[config.mk]
export PLATFORM = sky130hd
export DESIGN_NAME = gpu_command_packet_validator
export DESIGN_NICKNAME = d
export VERILOG_FILES = /design/src/gcpv_pkg.sv /design/src/gcpv_step.sv /design/src/gpu_command_packet_validator.sv
export SDC_FILE = /design/constraint.sdc
export NUM_CORES = 1
export LEC_CHECK = 0
export BUFFER_PORTS_ARGS = -buffer_cell sky130_fd_sc_hd__buf_2
export CELL_PAD_IN_SITES_DETAIL_PLACEMENT = 0
export CELL_PAD_IN_SITES_GLOBAL_PLACEMENT = 2
export CORE_ASPECT_RATIO = 0.7
export CORE_MARGIN = 2
export CORE_UTILIZATION = 39
export CTS_CLUSTER_SIZE = 25
export DETAILED_ROUTE_END_ITERATION = 10
export PLACE_DENSITY_LB_ADDON = 0.1
export SYNTH_ARGS = -nofsm -noshare
export SYNTH_HDL_FRONTEND = slang
export SYNTH_SLANG_ARGS = --single-unit
[constraint.sdc]
create_clock -name i_clk -period 7.8 [get_ports i_clk]
set_input_delay 0.78 -clock i_clk [delete_from_list [all_inputs] [get_ports i_clk]]
set_output_delay 0.78 -clock i_clk [all_outputs]
set_load 0.01 [all_outputs]
[src/gcpv_pkg.sv]
// Package for the GPU command packet validator: codes, state and result types
// and the payload-count lookup. Depends on nothing.
package gcpv_pkg;

    // Parser phase codes
    localparam logic [2:0] PH_IDLE    = 3'd0;
    localparam logic [2:0] PH_REGS    = 3'd1;
    localparam logic [2:0] PH_PAYLOAD = 3'd2;
    localparam logic [2:0] PH_SKIP    = 3'd3;
    localparam logic [2:0] PH_ABORT   = 3'd4;

    // Word roles
    localparam logic [2:0] ROLE_T0_HEADER = 3'd0;
    localparam logic [2:0] ROLE_T0_DATA   = 3'd1;
    localparam logic [2:0] ROLE_FILLER    = 3'd2;
    localparam logic [2:0] ROLE_T3_HEADER = 3'd3;
    localparam logic [2:0] ROLE_PAYLOAD   = 3'd4;
    localparam logic [2:0] ROLE_SKIPPED   = 3'd5;
    localparam logic [2:0] ROLE_IGNORED   = 3'd6;

    // Error codes
    localparam logic [2:0] ERR_NONE      = 3'd0;
    localparam logic [2:0] ERR_TRUNCATED = 3'd1;
    localparam logic [2:0] ERR_RANGE     = 3'd2;
    localparam logic [2:0] ERR_TYPE      = 3'd3;
    localparam logic [2:0] ERR_COUNT     = 3'd4;
    localparam logic [2:0] ERR_OPCODE    = 3'd5;
    localparam logic [2:0] ERR_SHADER    = 3'd6;
    localparam logic [2:0] ERR_ABORTED   = 3'd7;

    // Packet header types
    localparam logic [1:0] PKT_TYPE0 = 2'd0;
    localparam logic [1:0] PKT_TYPE1 = 2'd1;
    localparam logic [1:0] PKT_TYPE2 = 2'd2;
    localparam logic [1:0] PKT_TYPE3 = 2'd3;

    // Type-3 opcodes
    localparam logic [6:0] OP_21           = 7'h21;
    localparam logic [6:0] OP_SHADER_LOAD  = 7'h2B;
    localparam logic [6:0] OP_36           = 7'h36;
    localparam logic [6:0] OP_3B           = 7'h3B;
    localparam logic [6:0] OP_3C           = 7'h3C;
    localparam logic [6:0] OP_45           = 7'h45;
    localparam logic [6:0] OP_46           = 7'h46;
    localparam logic [6:0] OP_48           = 7'h48;
    localparam logic [6:0] OP_BIN_MASK     = 7'h50;
    localparam logic [6:0] OP_BIN_SELECT   = 7'h51;
    localparam logic [6:0] OP_54           = 7'h54;
    localparam logic [6:0] OP_58           = 7'h58;
    localparam logic [6:0] OP_BIN_MASK_LO  = 7'h60;
    localparam logic [6:0] OP_BIN_MASK_HI  = 7'h61;
    localparam logic [6:0] OP_BIN_SEL_LO   = 7'h62;
    localparam logic [6:0] OP_BIN_SEL_HI   = 7'h63;
    localparam logic [6:0] OP_64           = 7'h64;

    localparam logic [15:0] REGISTER_COUNT_RESET = 16'd24576;

    // Parser state carried from word to word
    typedef struct packed {
        logic [2:0]  phase;
        logic [13:0] words_remaining;
        logic [13:0] payload_index;
        logic [6:0]  current_opcode;
        logic [15:0] register_cursor;
        logic        single_register;
        logic [14:0] packet_length;
        logic [63:0] mask_bits;
        logic [63:0] select_bits;
        logic [63:0] saved_mask_bits;
        logic [63:0] saved_select_bits;
    } t_state;

    // One result word
    typedef struct packed {
        logic [2:0]  word_role;
        logic [6:0]  opcode;
        logic [13:0] payload_position;
        logic [15:0] target_register;
        logic        packet_done;
        logic [2:0]  error_code;
        logic        batch_done;
    } t_result;

    // Expected payload size of a type-3 opcode
    typedef struct packed {
        logic       known;
        logic       shader;
        logic [4:0] count;
    } t_count_info;

    function automatic t_count_info required_count(input logic [6:0] op);
        t_count_info info;
        info = '{known: 1'b1, shader: 1'b0, count: 5'd0};
        case (op) inside
            OP_21, OP_58:                 info.count = 5'd3;
            OP_3C:                        info.count = 5'd5;
            OP_45:                        info.count = 5'd6;
            OP_36, OP_3B, OP_46, OP_54,
            OP_BIN_MASK_LO, OP_BIN_MASK_HI,
            OP_BIN_SEL_LO, OP_BIN_SEL_HI: info.count = 5'd1;
            OP_48:                        info.count = 5'd18;
            OP_BIN_MASK, OP_BIN_SELECT:   info.count = 5'd2;
            OP_64:                        info.count = 5'd4;
            OP_SHADER_LOAD:               info.shader = 1'b1;
            default:                      info.known = 1'b0;
        endcase
        return info;
    endfunction

endpackage

[src/gcpv_step.sv]
// Per-word parse step: from the current parser state and one command word,
// forms the result word and the next state. Depends on gcpv_pkg.
module gcpv_step (
    input  gcpv_pkg::t_state  i_state,
    input  logic [31:0]       i_word,
    input  logic [15:0]       i_words_after,
    input  logic              i_overlong,
    input  logic [15:0]       i_register_count,
    output gcpv_pkg::t_state  o_state,
    output gcpv_pkg::t_result o_result
);
    import gcpv_pkg::*;

    logic [1:0]  hdr_type;
    logic [14:0] hdr_count;
    logic [14:0] hdr_base;
    logic        hdr_one;
    logic [16:0] range_end;
    logic        bins_clear;
    logic        batch_last;
    t_count_info need;
    t_state      n_state;
    t_result     res;

    // Header fields
    assign hdr_type   = i_word[31:30];
    assign hdr_count  = {1'b0, i_word[29:16]} + 15'd1;
    assign hdr_base   = i_word[14:0];
    assign hdr_one    = i_word[15];
    assign range_end  = {2'b0, hdr_base} + {2'b0, hdr_count};
    assign bins_clear = ((i_state.select_bits & i_state.mask_bits) == 64'd0);
    assign batch_last = (i_words_after == 16'd0);
    assign need       = required_count(i_word[14:8]);

    // Decode the word against the parser phase, then close the batch if it ends here
    always_comb begin
        n_state = i_state;
        res     = '0;
        res.word_role  = ROLE_IGNORED;
        res.error_code = ERR_NONE;
        res.batch_done = batch_last;

        if (i_state.phase == PH_ABORT) begin
            res.error_code = ERR_ABORTED;
        end else if (i_overlong) begin
            res.error_code = ERR_TRUNCATED;
        end else if (i_state.phase == PH_IDLE) begin
            if (hdr_type == PKT_TYPE2) begin
                res.word_role   = ROLE_FILLER;
                res.packet_done = 1'b1;
            end else begin
                if (hdr_type == PKT_TYPE0) begin
                    res.word_role = ROLE_T0_HEADER;
                end else if (hdr_type == PKT_TYPE3) begin
                    res.word_role = ROLE_T3_HEADER;
                    res.opcode    = i_word[14:8];
                end
                if ({1'b0, hdr_count} > i_words_after) begin
                    res.error_code = ERR_TRUNCATED;
                end else if (hdr_type == PKT_TYPE0) begin
                    if (!hdr_one && (range_end > {1'b0, i_register_count})) begin
                        res.error_code = ERR_RANGE;
                    end else begin
                        n_state.phase           = PH_REGS;
                        n_state.register_cursor = {1'b0, hdr_base};
                        n_state.single_register = hdr_one;
                    end
                end else if (hdr_type == PKT_TYPE1) begin
                    res.error_code = ERR_TYPE;
                end else if (i_word[0] && bins_clear) begin
                    n_state.phase = PH_SKIP;
                end else if (!need.known) begin
                    res.error_code = ERR_OPCODE;
                end else if (need.shader && (hdr_count < 15'd2)) begin
                    res.error_code = ERR_SHADER;
                end else if (!need.shader && (hdr_count != {10'd0, need.count})) begin
                    res.error_code = ERR_COUNT;
                end else begin
                    n_state.phase = PH_PAYLOAD;
                end
                n_state.current_opcode  = res.opcode;
                n_state.packet_length   = hdr_count;
                n_state.words_remaining = i_word[29:16];
                n_state.payload_index   = 14'd0;
            end
        end else begin
            res.payload_position = i_state.payload_index;
            if (i_state.phase == PH_REGS) begin
                res.word_role       = ROLE_T0_DATA;
                res.target_register = i_state.register_cursor;
                if (!i_state.single_register) begin
                    n_state.register_cursor = i_state.register_cursor + 16'd1;
                end
            end else begin
                res.opcode    = i_state.current_opcode;
                res.word_role = (i_state.phase == PH_SKIP) ? ROLE_SKIPPED : ROLE_PAYLOAD;
            end

            if (i_words_after < {2'b0, i_state.words_remaining}) begin
                res.error_code = ERR_TRUNCATED;
            end else if (i_state.phase == PH_PAYLOAD) begin
                if (i_state.current_opcode == OP_SHADER_LOAD) begin
                    // Shader load: mode word, then a size word that must match the length
                    if ((i_state.payload_index == 14'd0) && (i_word > 32'd1)) begin
                        res.error_code = ERR_SHADER;
                    end else if ((i_state.payload_index == 14'd1) &&
                                 ((i_word[31:16] != 16'd0) || (i_word[15:0] == 16'd0) ||
                                  ({2'b0, i_state.packet_length} !=
                                   (17'd2 + {1'b0, i_word[15:0]})))) begin
                        res.error_code = ERR_SHADER;
                    end
                end else if (i_state.payload_index == 14'd0) begin
                    // Bin mask and select updates, half a word at a time
                    case (i_state.current_opcode)
                        OP_BIN_MASK_LO: n_state.mask_bits[31:0]    = i_word;
                        OP_BIN_MASK_HI: n_state.mask_bits[63:32]   = i_word;
                        OP_BIN_SEL_LO:  n_state.select_bits[31:0]  = i_word;
                        OP_BIN_SEL_HI:  n_state.select_bits[63:32] = i_word;
                        OP_BIN_MASK:    n_state.mask_bits[63:32]   = i_word;
                        OP_BIN_SELECT:  n_state.select_bits[63:32] = i_word;
                        default:        n_state.mask_bits          = i_state.mask_bits;
                    endcase
                end else if (i_state.payload_index == 14'd1) begin
                    case (i_state.current_opcode)
                        OP_BIN_MASK:    n_state.mask_bits[31:0]   = i_word;
                        OP_BIN_SELECT:  n_state.select_bits[31:0] = i_word;
                        default:        n_state.mask_bits         = i_state.mask_bits;
                    endcase
                end
            end

            if (res.error_code == ERR_NONE) begin
                if (i_state.words_remaining == 14'd0) begin
                    res.packet_done = 1'b1;
                    n_state.phase   = PH_IDLE;
                end else begin
                    n_state.words_remaining = i_state.words_remaining - 14'd1;
                    n_state.payload_index   = i_state.payload_index + 14'd1;
                end
            end
        end

        // Any error aborts the rest of the batch
        if (res.error_code != ERR_NONE) begin
            n_state.phase   = PH_ABORT;
            res.packet_done = 1'b0;
        end

        // Batch end: commit or roll back the bin registers and return to idle
        if (batch_last) begin
            if (n_state.phase == PH_ABORT) begin
                n_state.mask_bits   = i_state.saved_mask_bits;
                n_state.select_bits = i_state.saved_select_bits;
            end else begin
                n_state.saved_mask_bits   = n_state.mask_bits;
                n_state.saved_select_bits = n_state.select_bits;
            end
            n_state.phase           = PH_IDLE;
            n_state.words_remaining = 14'd0;
            n_state.payload_index   = 14'd0;
        end
    end

    assign o_state  = n_state;
    assign o_result = res;

endmodule

[src/gpu_command_packet_validator.sv]
// Top level of the GPU command packet validator: input register, parse step
// and result register. Depends on gcpv_pkg and gcpv_step.
//
// The validator takes one command word per clock cycle while the output is
// not stalled and returns exactly one result word per command word, in order.
// A word is first captured in an input register; the parse step then works
// out the result and the next parser state combinationally and both are
// registered together, so the parser state loop closes through a single
// register and sets that rate. A stalled result holds in the output register
// while one further word waits in the input register. The user must write the
// register count over its own port only while no batch is in flight; the block
// itself does not enforce this. That port is always ready.
module gpu_command_packet_validator #(
    parameter int unsigned BATCH_WORDS_MAX = 65536
) (
    input  logic        i_clk,
    input  logic        i_rst_n,
    // Command words in
    input  logic        i_valid,
    output logic        o_ready,
    input  logic [31:0] i_word,
    input  logic [15:0] i_words_after,
    // Result words out
    output logic        o_valid,
    input  logic        i_ready,
    output logic [2:0]  o_word_role,
    output logic [6:0]  o_opcode,
    output logic [13:0] o_payload_position,
    output logic [15:0] o_target_register,
    output logic        o_packet_done,
    output logic [2:0]  o_error_code,
    output logic        o_batch_done,
    // Register count write
    input  logic        i_cfg_valid,
    output logic        o_cfg_ready,
    input  logic [15:0] i_register_count
);
    import gcpv_pkg::*;

    logic        r_in_valid;
    logic [31:0] r_in_word;
    logic [15:0] r_in_after;
    logic        r_out_valid;
    t_result     r_out;
    t_state      r_state;
    logic [15:0] r_register_count;

    logic        advance;
    logic        overlong;
    t_state      n_state;
    t_result     n_result;

    // Handshakes
    assign advance     = r_in_valid && (!r_out_valid || i_ready);
    assign o_ready     = !r_in_valid || advance;
    assign o_cfg_ready = 1'b1;
    assign overlong    = (32'(r_in_after) >= 32'(BATCH_WORDS_MAX));

    gcpv_step u_step (
        .i_state          (r_state),
        .i_word           (r_in_word),
        .i_words_after    (r_in_after),
        .i_overlong       (overlong),
        .i_register_count (r_register_count),
        .o_state          (n_state),
        .o_result         (n_result)
    );

    // Control state, parser state and configuration; an all-zero state is idle
    always_ff @(posedge i_clk) begin
        if (!i_rst_n) begin
            r_in_valid       <= 1'b0;
            r_out_valid      <= 1'b0;
            r_state          <= '0;
            r_register_count <= REGISTER_COUNT_RESET;
        end else begin
            if (o_ready) begin
                r_in_valid <= i_valid;
            end
            if (advance) begin
                r_out_valid <= 1'b1;
                r_state     <= n_state;
            end else if (i_ready) begin
                r_out_valid <= 1'b0;
            end
            if (i_cfg_valid) begin
                r_register_count <= i_register_count;
            end
        end
    end

    // Payload registers
    always_ff @(posedge i_clk) begin
        if (o_ready && i_valid) begin
            r_in_word  <= i_word;
            r_in_after <= i_words_after;
        end
        if (advance) begin
            r_out <= n_result;
        end
    end

    assign o_valid            = r_out_valid;
    assign o_word_role        = r_out.word_role;
    assign o_opcode           = r_out.opcode;
    assign o_payload_position = r_out.payload_position;
    assign o_target_register  = r_out.target_register;
    assign o_packet_done      = r_out.packet_done;
    assign o_error_code       = r_out.error_code;
    assign o_batch_done       = r_out.batch_done;

endmodule

==> key figures, run 1 <==
Power
  • Switching pwr: between 1 and 1.5 mW
  • Power Internal: around 3.9 mW
  • Sw Share: 0.2673
  • Tot Pwr: roughly 5.3 mW
  • Logic pwr share: 0.111
  • Power Density: about 220 nW/µm²
  • Clock power frac: 0.433
  • Pleak: roughly 9.1 nW
  • Worst VDD drop: around 0.00017 V
  • Sequential power share: 0.456

Logic synthesis
  • Cell Area, Synth: 21870 µm²
  • Part of the Yosys area used for sequential elements: 0.4425
  • #FFs+latches synth: roughly 440
  • Ys flop type: dfxtp_1
  • Synth top area share: 0.3148
  • Post-synthesis cell count: 2454
  • Avg Cell Area, Syn: 8.914 µm²
  • Ys async rst share: 0
  • Synth Net Count: 2597
  • YS warnings: 0
  • Top cells by area, synth: dfxtp_1 (31%), edfxtp_1 (13%), nor2_1 (5.1%), a211oi_1 (4.5%), ha_1 (4.2%)
  • Cell taking the most area after synthesis: dfxtp_1
  • EDFF count, synth: 93
  • Synth cell types: 81

Timing
  • Final Cycle Share: 0.9081
  • Fin crit period: a little over 7000 ps
  • Worst clock skew: approximately 15 ps
  • TNS Setup: 0 ps
  • Fmax: 141.2 MHz
  • RSZ-0062 raised after global routing: false
  • Slew Limit Fails: 0
  • Final hold vios: 0
  • Worst Tran Pin Value: approximately 1200 ps
  • PnR worst setup slack: 717.2 ps
  • Hold_ws: 355.1 ps
  • Rel. slew slack: 0.2038
  • Final setup fails: 0

Placed design
  • HPWL after detailed placement: approximately 50000 µm
  • Cells after DPL: about 3200
  • Placed cell area: between 20000 and 25000 µm²
  • Port bufs: between 100 and 150
  • Dpl ws: between 500 and 600 ps
  • Routability cong.: between 0.8 and 0.9

GRT
  • Vias in the first global route: between 15000 and 20000
  • Grt total ovfl: 0
  • Antenna violations before repair: 2
  • Largest net degree at the start of global routing: approximately 140
  • Gr usage total: 0.2639
  • Global-route wire length before repair: between 100000 and 150000 µm

Clock tree
  • Clock sinks: approximately 440
  • Root buffer cell: clkbuf_16
  • Clk_lat worst skew: roughly 590 ps
  • Bufs on Longest Clock Path: 3
  • Clock transition at path regs: around 70 ps
  • Postcts setup bufs: 0
  • Post-CTS sizing: 0
  • CTS buffer count: 46
  • TritonCTS clock tree: yes
  • CTS H-tree lvls: 2
  • Hold buffer count at cts: 0

Floorplan
  • Initial core utilization: 0.3955
  • Top Ports: 117
  • CORE AREA: between 50000 and 60000 µm²
  • Die area: 58030 µm²
  • Row count: 72
  • Chip Height: 202.1 µm
  • Die W: 287.1 µm

Routing
  • Post-route ant nets: 0
  • Vias per cell: between 6 and 7
  • First-pass iteration count of the detailed router: 6
  • Number of remaining DRC errors: 0
  • Via count: just under 20000
  • WL/cell: 24.05 µm
  • Iter 0 DRT Violations: ~2000
  • Final WL: 77730 µm

Layout
  • Final Non-Filler Cells: 3232
  • Area growth syn-to-layout: 12.21%
  • Antenna cell count: 0
  • Commonest cells after routing, fill and taps aside: dfxtp_1 (344), nor2_1 (294), a21oi_1 (155)
  • Final core occ: 0.4438
  • Commonest non-fill, non-tap cell in the layout: dfxtp_1
  • Final net count: between 2000 and 3000
  • Share of cells above drive strength 1: 0.1152
  • Final instance area: roughly 25000 µm²

Critical path
  • Crit end category: register
  • Arrival time worst endpoint: approximately 7600 ps
  • CP Max Fanout: 60
  • Critical Path Slowest Stage Cell: a21o_2
  • CP max stage delay: around 600 ps
  • Reg2reg setup slack: 720 ps
  • Critical Path Source Type: register
  • Worst path required time: slightly above 8000 ps
  • Critical path class: register to register

Run status
  • Outcome: complete, no violations

Flow run
  • Max-Cap Viols: 0

Min path
  • HP Class: primary input to register
[Yosys cell counts (43+ instances only)]
cell type,number
a211oi_1,132
a21oi_1,155
a22oi_1,52
clkbuf_1,154
dfxtp_1,344
edfxtp_1,93
ha_1,73
inv_1,94
mux2i_1,87
nand2_1,156
nand3_1,43
nor2_1,295
nor3_1,55
o21ai_0,120
o22ai_1,94
[critical path, delay by kind of cell, from the launching register on]
family / cells / cell delay, ps
buffers and inverters: 4 / 1060
AOI/OAI and AO/OA: 13 / 3280
adders and majority gates: 3 / 1200
and+or+nand+nor: 6 / 1040
DFF: 1 / 320
[metal layers]
layer  part of all wire  up-vias  wire [µm]  global-route usage
met4              0.021       10       1668             0.07050
met1               0.49     9677      38390              0.4023
met2               0.41      667      31830              0.3735
met3              0.074      110       5721             0.05226
met5             0.0016        -        126            0.008333
li1                   -     9093          -                   -
[registers in the layout (all words and copies together), names as in the netlist]
register and flops:
o_batch_done 1, o_error_code 3, o_opcode 7, o_packet_done 1
o_payload_position 14, o_target_register 16, o_valid 1, o_word_role 3
r_in_after 16, r_in_valid 1, r_in_word 32, r_register_count 16
r_state 326
[final cells by class]
class / count / area (µm²)
clock inverter: 21 / 264.0
multi-input combinational: 1707 / 10990
timing repair buffer: 168 / 1026
tap: 740 / 925.9
fill: 5388 / 30770
clock buffer: 61 / 1289
sequential: 437 / 9679
inverter: 98 / 375.4
[power groups by stage]
stage | registers [mW] | clock network (mW) | logic [mW]
2_1_floorplan | 2.44 | 0 | 0.380
3_3_place_gp | 2.46 | 0 | 0.572
3_5_place_dp | 2.46 | 0 | 0.578
4_1_cts | 2.41 | 2.35 | 0.580
5_1_grt | 2.42 | 2.44 | 0.640
6_report | 2.42 | 2.30 | 0.588
[cell families (layout without fill, tap and decap cells)]
| family | count (synthesis) | after routing | share of synthesized area |
|---|---|---|---|
| other | 1 | 1 | 0.0001714 |
| buffers and inverters | 310 | 348 | 0.05943 |
| XOR/XNOR | 62 | 62 | 0.02482 |
| flip-flops | 437 | 437 | 0.4425 |
| adder cells (fa/ha/maj) | 74 | 74 | 0.04267 |
| multiplexers | 90 | 90 | 0.04135 |
| AO/OA/AOI/OAI | 732 | 732 | 0.2275 |
| AND/OR/NAND/NOR | 748 | 748 | 0.1615 |
[final timing paths]
path	from	cells past startpoint	end
hold / removal	i_word[31]	1	r_in_word[31]$_DFFE_PP_
hold reg to reg	r_state[175]$_SDFFE_PN0P_	2	r_state[175]$_SDFFE_PN0P_
setup / recovery	r_in_word[16]$_DFFE_PP_	26	r_state[241]$_SDFFE_PN0P_
setup reg to reg	r_in_word[16]$_DFFE_PP_	26	r_state[241]$_SDFFE_PN0P_
(Power assumes the default switching activity.)
==> inputs of run 2 (changes only) <==
CORE_UTILIZATION = 35   (was 39)
PLACE_DENSITY = 0.85   (was unset)
PLACE_DENSITY_LB_ADDON = unset   (was 0.1)
TNS_END_PERCENT = 100   (was unset)
clock period = 6 ns   (was 7.8 ns; I/O delays follow)
==> key figures, run 2 (same netlist as run 1, synthesis figures left out) <==
Clock tree
  • Clock sinks: 437 (unchanged)
  • CTS H-tree lvls: 2 (unchanged)
  • Root buffer cell: clkbuf_16 (unchanged)
  • CTS buffer count: 44 (was 46)
  • Clock transition at path regs: 60 ps (was 70 ps)
  • Bufs on Longest Clock Path: 3 (unchanged)
  • Clk_lat worst skew: 580 ps (was 590 ps)
  • Hold buffer count at cts: 0 (unchanged)
  • TritonCTS clock tree: yes (unchanged)

Layout
  • Commonest cells after routing, fill and taps aside: dfxtp_1 (344), nor2_1 (294), nand2_1 (154) (was dfxtp_1 (344), nor2_1 (294), a21oi_1 (155))
  • Final instance area: 25130 µm² (was 24550 µm²)
  • Share of cells above drive strength 1: 0.1324 (was 0.1152)
  • Area of the multi-input gates: 11020 µm² (was 10990 µm²)
  • Most flops, register: r_state (unchanged)
  • Largest register FFs: 326 (unchanged)
  • Commonest non-fill, non-tap cell in the layout: dfxtp_1 (unchanged)
  • Sequential cell area: 9679 µm² (unchanged)
  • Area growth syn-to-layout: 14.87% (was 12.21%)
  • Largest regs: r_state x326, r_in_word x32 (unchanged)
  • Filler cells: 6069 (was 5388)
  • Antenna cell count: 0 (unchanged)
  • Final net count: 2649 (was 2601)

Routing
  • Post-route ant nets: 0 (unchanged)
  • Number of remaining DRC errors: 0 (unchanged)
  • WL met2: 30370 µm (was 31830 µm)
  • Wire length on met1: 37950 µm (was 38390 µm)
  • Vias per cell: 5.933 (was 6.051)
  • Final WL: 76520 µm (was 77730 µm)
  • First-pass iteration count of the detailed router: 5 (was 6)
  • Metal3 WL: 6908 µm (was 5721 µm)
  • Via count: 19920 (was 19560)
  • Iter 0 DRT Violations: 2257 (was 1948)
  • WL/cell: 22.80 µm (was 24.05 µm)
  • Highest routed layer: met4 (was met5)

Power
  • Power Density: 268.3 nW/µm² (was 216.0 nW/µm²)
  • Worst VDD drop: 0.0001974 V (was 0.0001695 V)
  • Pleak: 9.388 nW (was 9.126 nW)
  • Tot Pwr: 6.740 mW (was 5.302 mW)

Timing
  • Worst Tran Pin Value: 1349 ps (was 1194 ps)
  • Worst clock skew: 27.35 ps (was 15.47 ps)
  • Hold_ws: 204.2 ps (was 355.1 ps)
  • Final Cycle Share: 0.9488 (was 0.9081)
  • Rel. slew slack: 0.07731 (was 0.2038)
  • Fin crit period: 5693 ps (was 7083 ps)
  • PnR worst setup slack: 307.3 ps (was 717.2 ps)
  • Final hold vios: 0 (unchanged)
  • Slew Limit Fails: 0 (unchanged)
  • Final setup fails: 0 (unchanged)
  • Fmax: 175.7 MHz (was 141.2 MHz)

Critical path
  • Worst path required time: 6450 ps (was 8290 ps)
  • Critical path class: register to register (unchanged)
  • CP max stage delay: 480 ps (was 600 ps)
  • Crit end category: register (unchanged)
  • Arrival time worst endpoint: 6140 ps (was 7580 ps)
  • Most used cell along the critical path: ha_1
  • Crit path cell chain: ha_1 -> nand3_1 -> buf_4 -> nor3_1 -> and4_1 -> xor2_1 -> ha_1 -> a31o_2 -> a21oi_1 -> xnor2_1 -> ha_1 -> nand3_1 -> nor4_2 -> a211oi_2 -> o32ai_4 -> buf_12 -> nor3b_4 -> nor2_1 -> buf_4 -> a41o_1 -> buf_12 -> a222oi_1 -> inv_1
  • Delay-heaviest family, CP: compound AO/OA/AOI/OAI gates (unchanged)
  • Critical Path Source Type: register (unchanged)
  • Worst Path Buf+Inv: 5 (was 4)
  • Critical Path Slowest Stage Cell: edfxtp_1 (was a21o_2)
  • CP Max Fanout: 25 (was 60)

Run status
  • Outcome: complete, no violations (unchanged)

GRT
  • Gr usage total: 0.2280 (was 0.2639)
  • Global-route wire length before repair: 114300 µm (was 117500 µm)
  • Largest net degree at the start of global routing: 95 (was 144)
  • Grt total ovfl: 0 (unchanged)
  • Vias in the first global route: 18510 (was 18650)
  • Antenna violations before repair: 3 (was 2)

Placed design
  • Dpl ws: -194.7 ps (was 543.7 ps)
  • HPWL after detailed placement: 49700 µm (was 48710 µm)
  • Port bufs: 115 (unchanged)
  • Routability cong.: 0.8777 (was 0.8425)
  • Placed cell area: 23480 µm² (was 22990 µm²)

Min path
  • HP Class: primary input to register (unchanged)

Floorplan
  • Top Ports: 117 (unchanged)
  • Die area: 64550 µm² (was 58030 µm²)
  • CORE AREA: 61620 µm² (was 55310 µm²)
  • Chip Height: 213.2 µm (was 202.1 µm)
  • Die W: 302.8 µm (was 287.1 µm)
  • Initial core utilization: 0.3550 (was 0.3955)
  • Row count: 76 (was 72)

Flow run
  • Max-Cap Viols: 0 (unchanged)
## run 2: area by class of cell
cell class | instances | area share
timing repair buffer | 218 | 0.06344
multi-input combinational | 1707 | 0.4388
inverter | 98 | 0.01494
sequential | 437 | 0.3852
tap | 819 | 0.04078
clock inverter | 14 | 0.005229
clock buffer | 64 | 0.05164
## run 2: worst paths after layout
kind,end,from,slack (ps),cells after the start
max reg2reg,r_state[181]$_SDFFE_PN0P_,r_in_word[16]$_DFFE_PP_,310,23
min reg2reg,r_state[175]$_SDFFE_PN0P_,r_state[175]$_SDFFE_PN0P_,470,2
max,r_state[181]$_SDFFE_PN0P_,r_in_word[16]$_DFFE_PP_,310,23
min,r_in_word[26]$_DFFE_PP_,i_word[26],200,1
## run 2: per-layer routing
| metal | GRT usage | up-vias |
|---|---|---|
| met1 | 0.3603 | 9791 |
| met5 | 0 | - |
| met4 | 0.04909 | 0 |
| li1 | - | 9161 |
| met2 | 0.3158 | 878 |
| met3 | 0.04029 | 86 |
## run 2: worst reg2reg max path, stage by stage, from the launching register on
cell and delay [ps]:
edfxtp_1 480, ha_1 240, nand3_1 140, buf_4 190
nor3_1 360, and4_1 260, xor2_1 450, ha_1 370
a31o_2 220, a21oi_1 170, xnor2_1 150, ha_1 260
nand3_1 150, nor4_2 70, a211oi_2 310, o32ai_4 140
buf_12 160, nor3b_4 270, nor2_1 70, buf_4 200
a41o_1 270, buf_12 180, a222oi_1 380, inv_1 80
## run 2: per-stage QoR
stage,TNS [ps],instances,utilization
finish,0,3357,0.4078
global route,-27.22,3357,0.4078
CTS,0,3348,0.4044
detailed placement,-19340,3270,0.3811
global placement,-3961,3270,0.3811
floorplan,0,2454,-
## run 2: where the power goes
group / leakage (nW) / switching [mW] / internal (mW)
sequential: 3.67 / 0.0560 / 3.06
clock: 0.702 / 1.22 / 1.59
combinational: 5.01 / 0.533 / 0.282
## run 2: timing repair
item	4_1_cts	5_1_grt
endpoints found under the setup margin	223	271
resized for setup	1	18
pin swaps	0	3
cloned	0	4
setup buffers	0	5
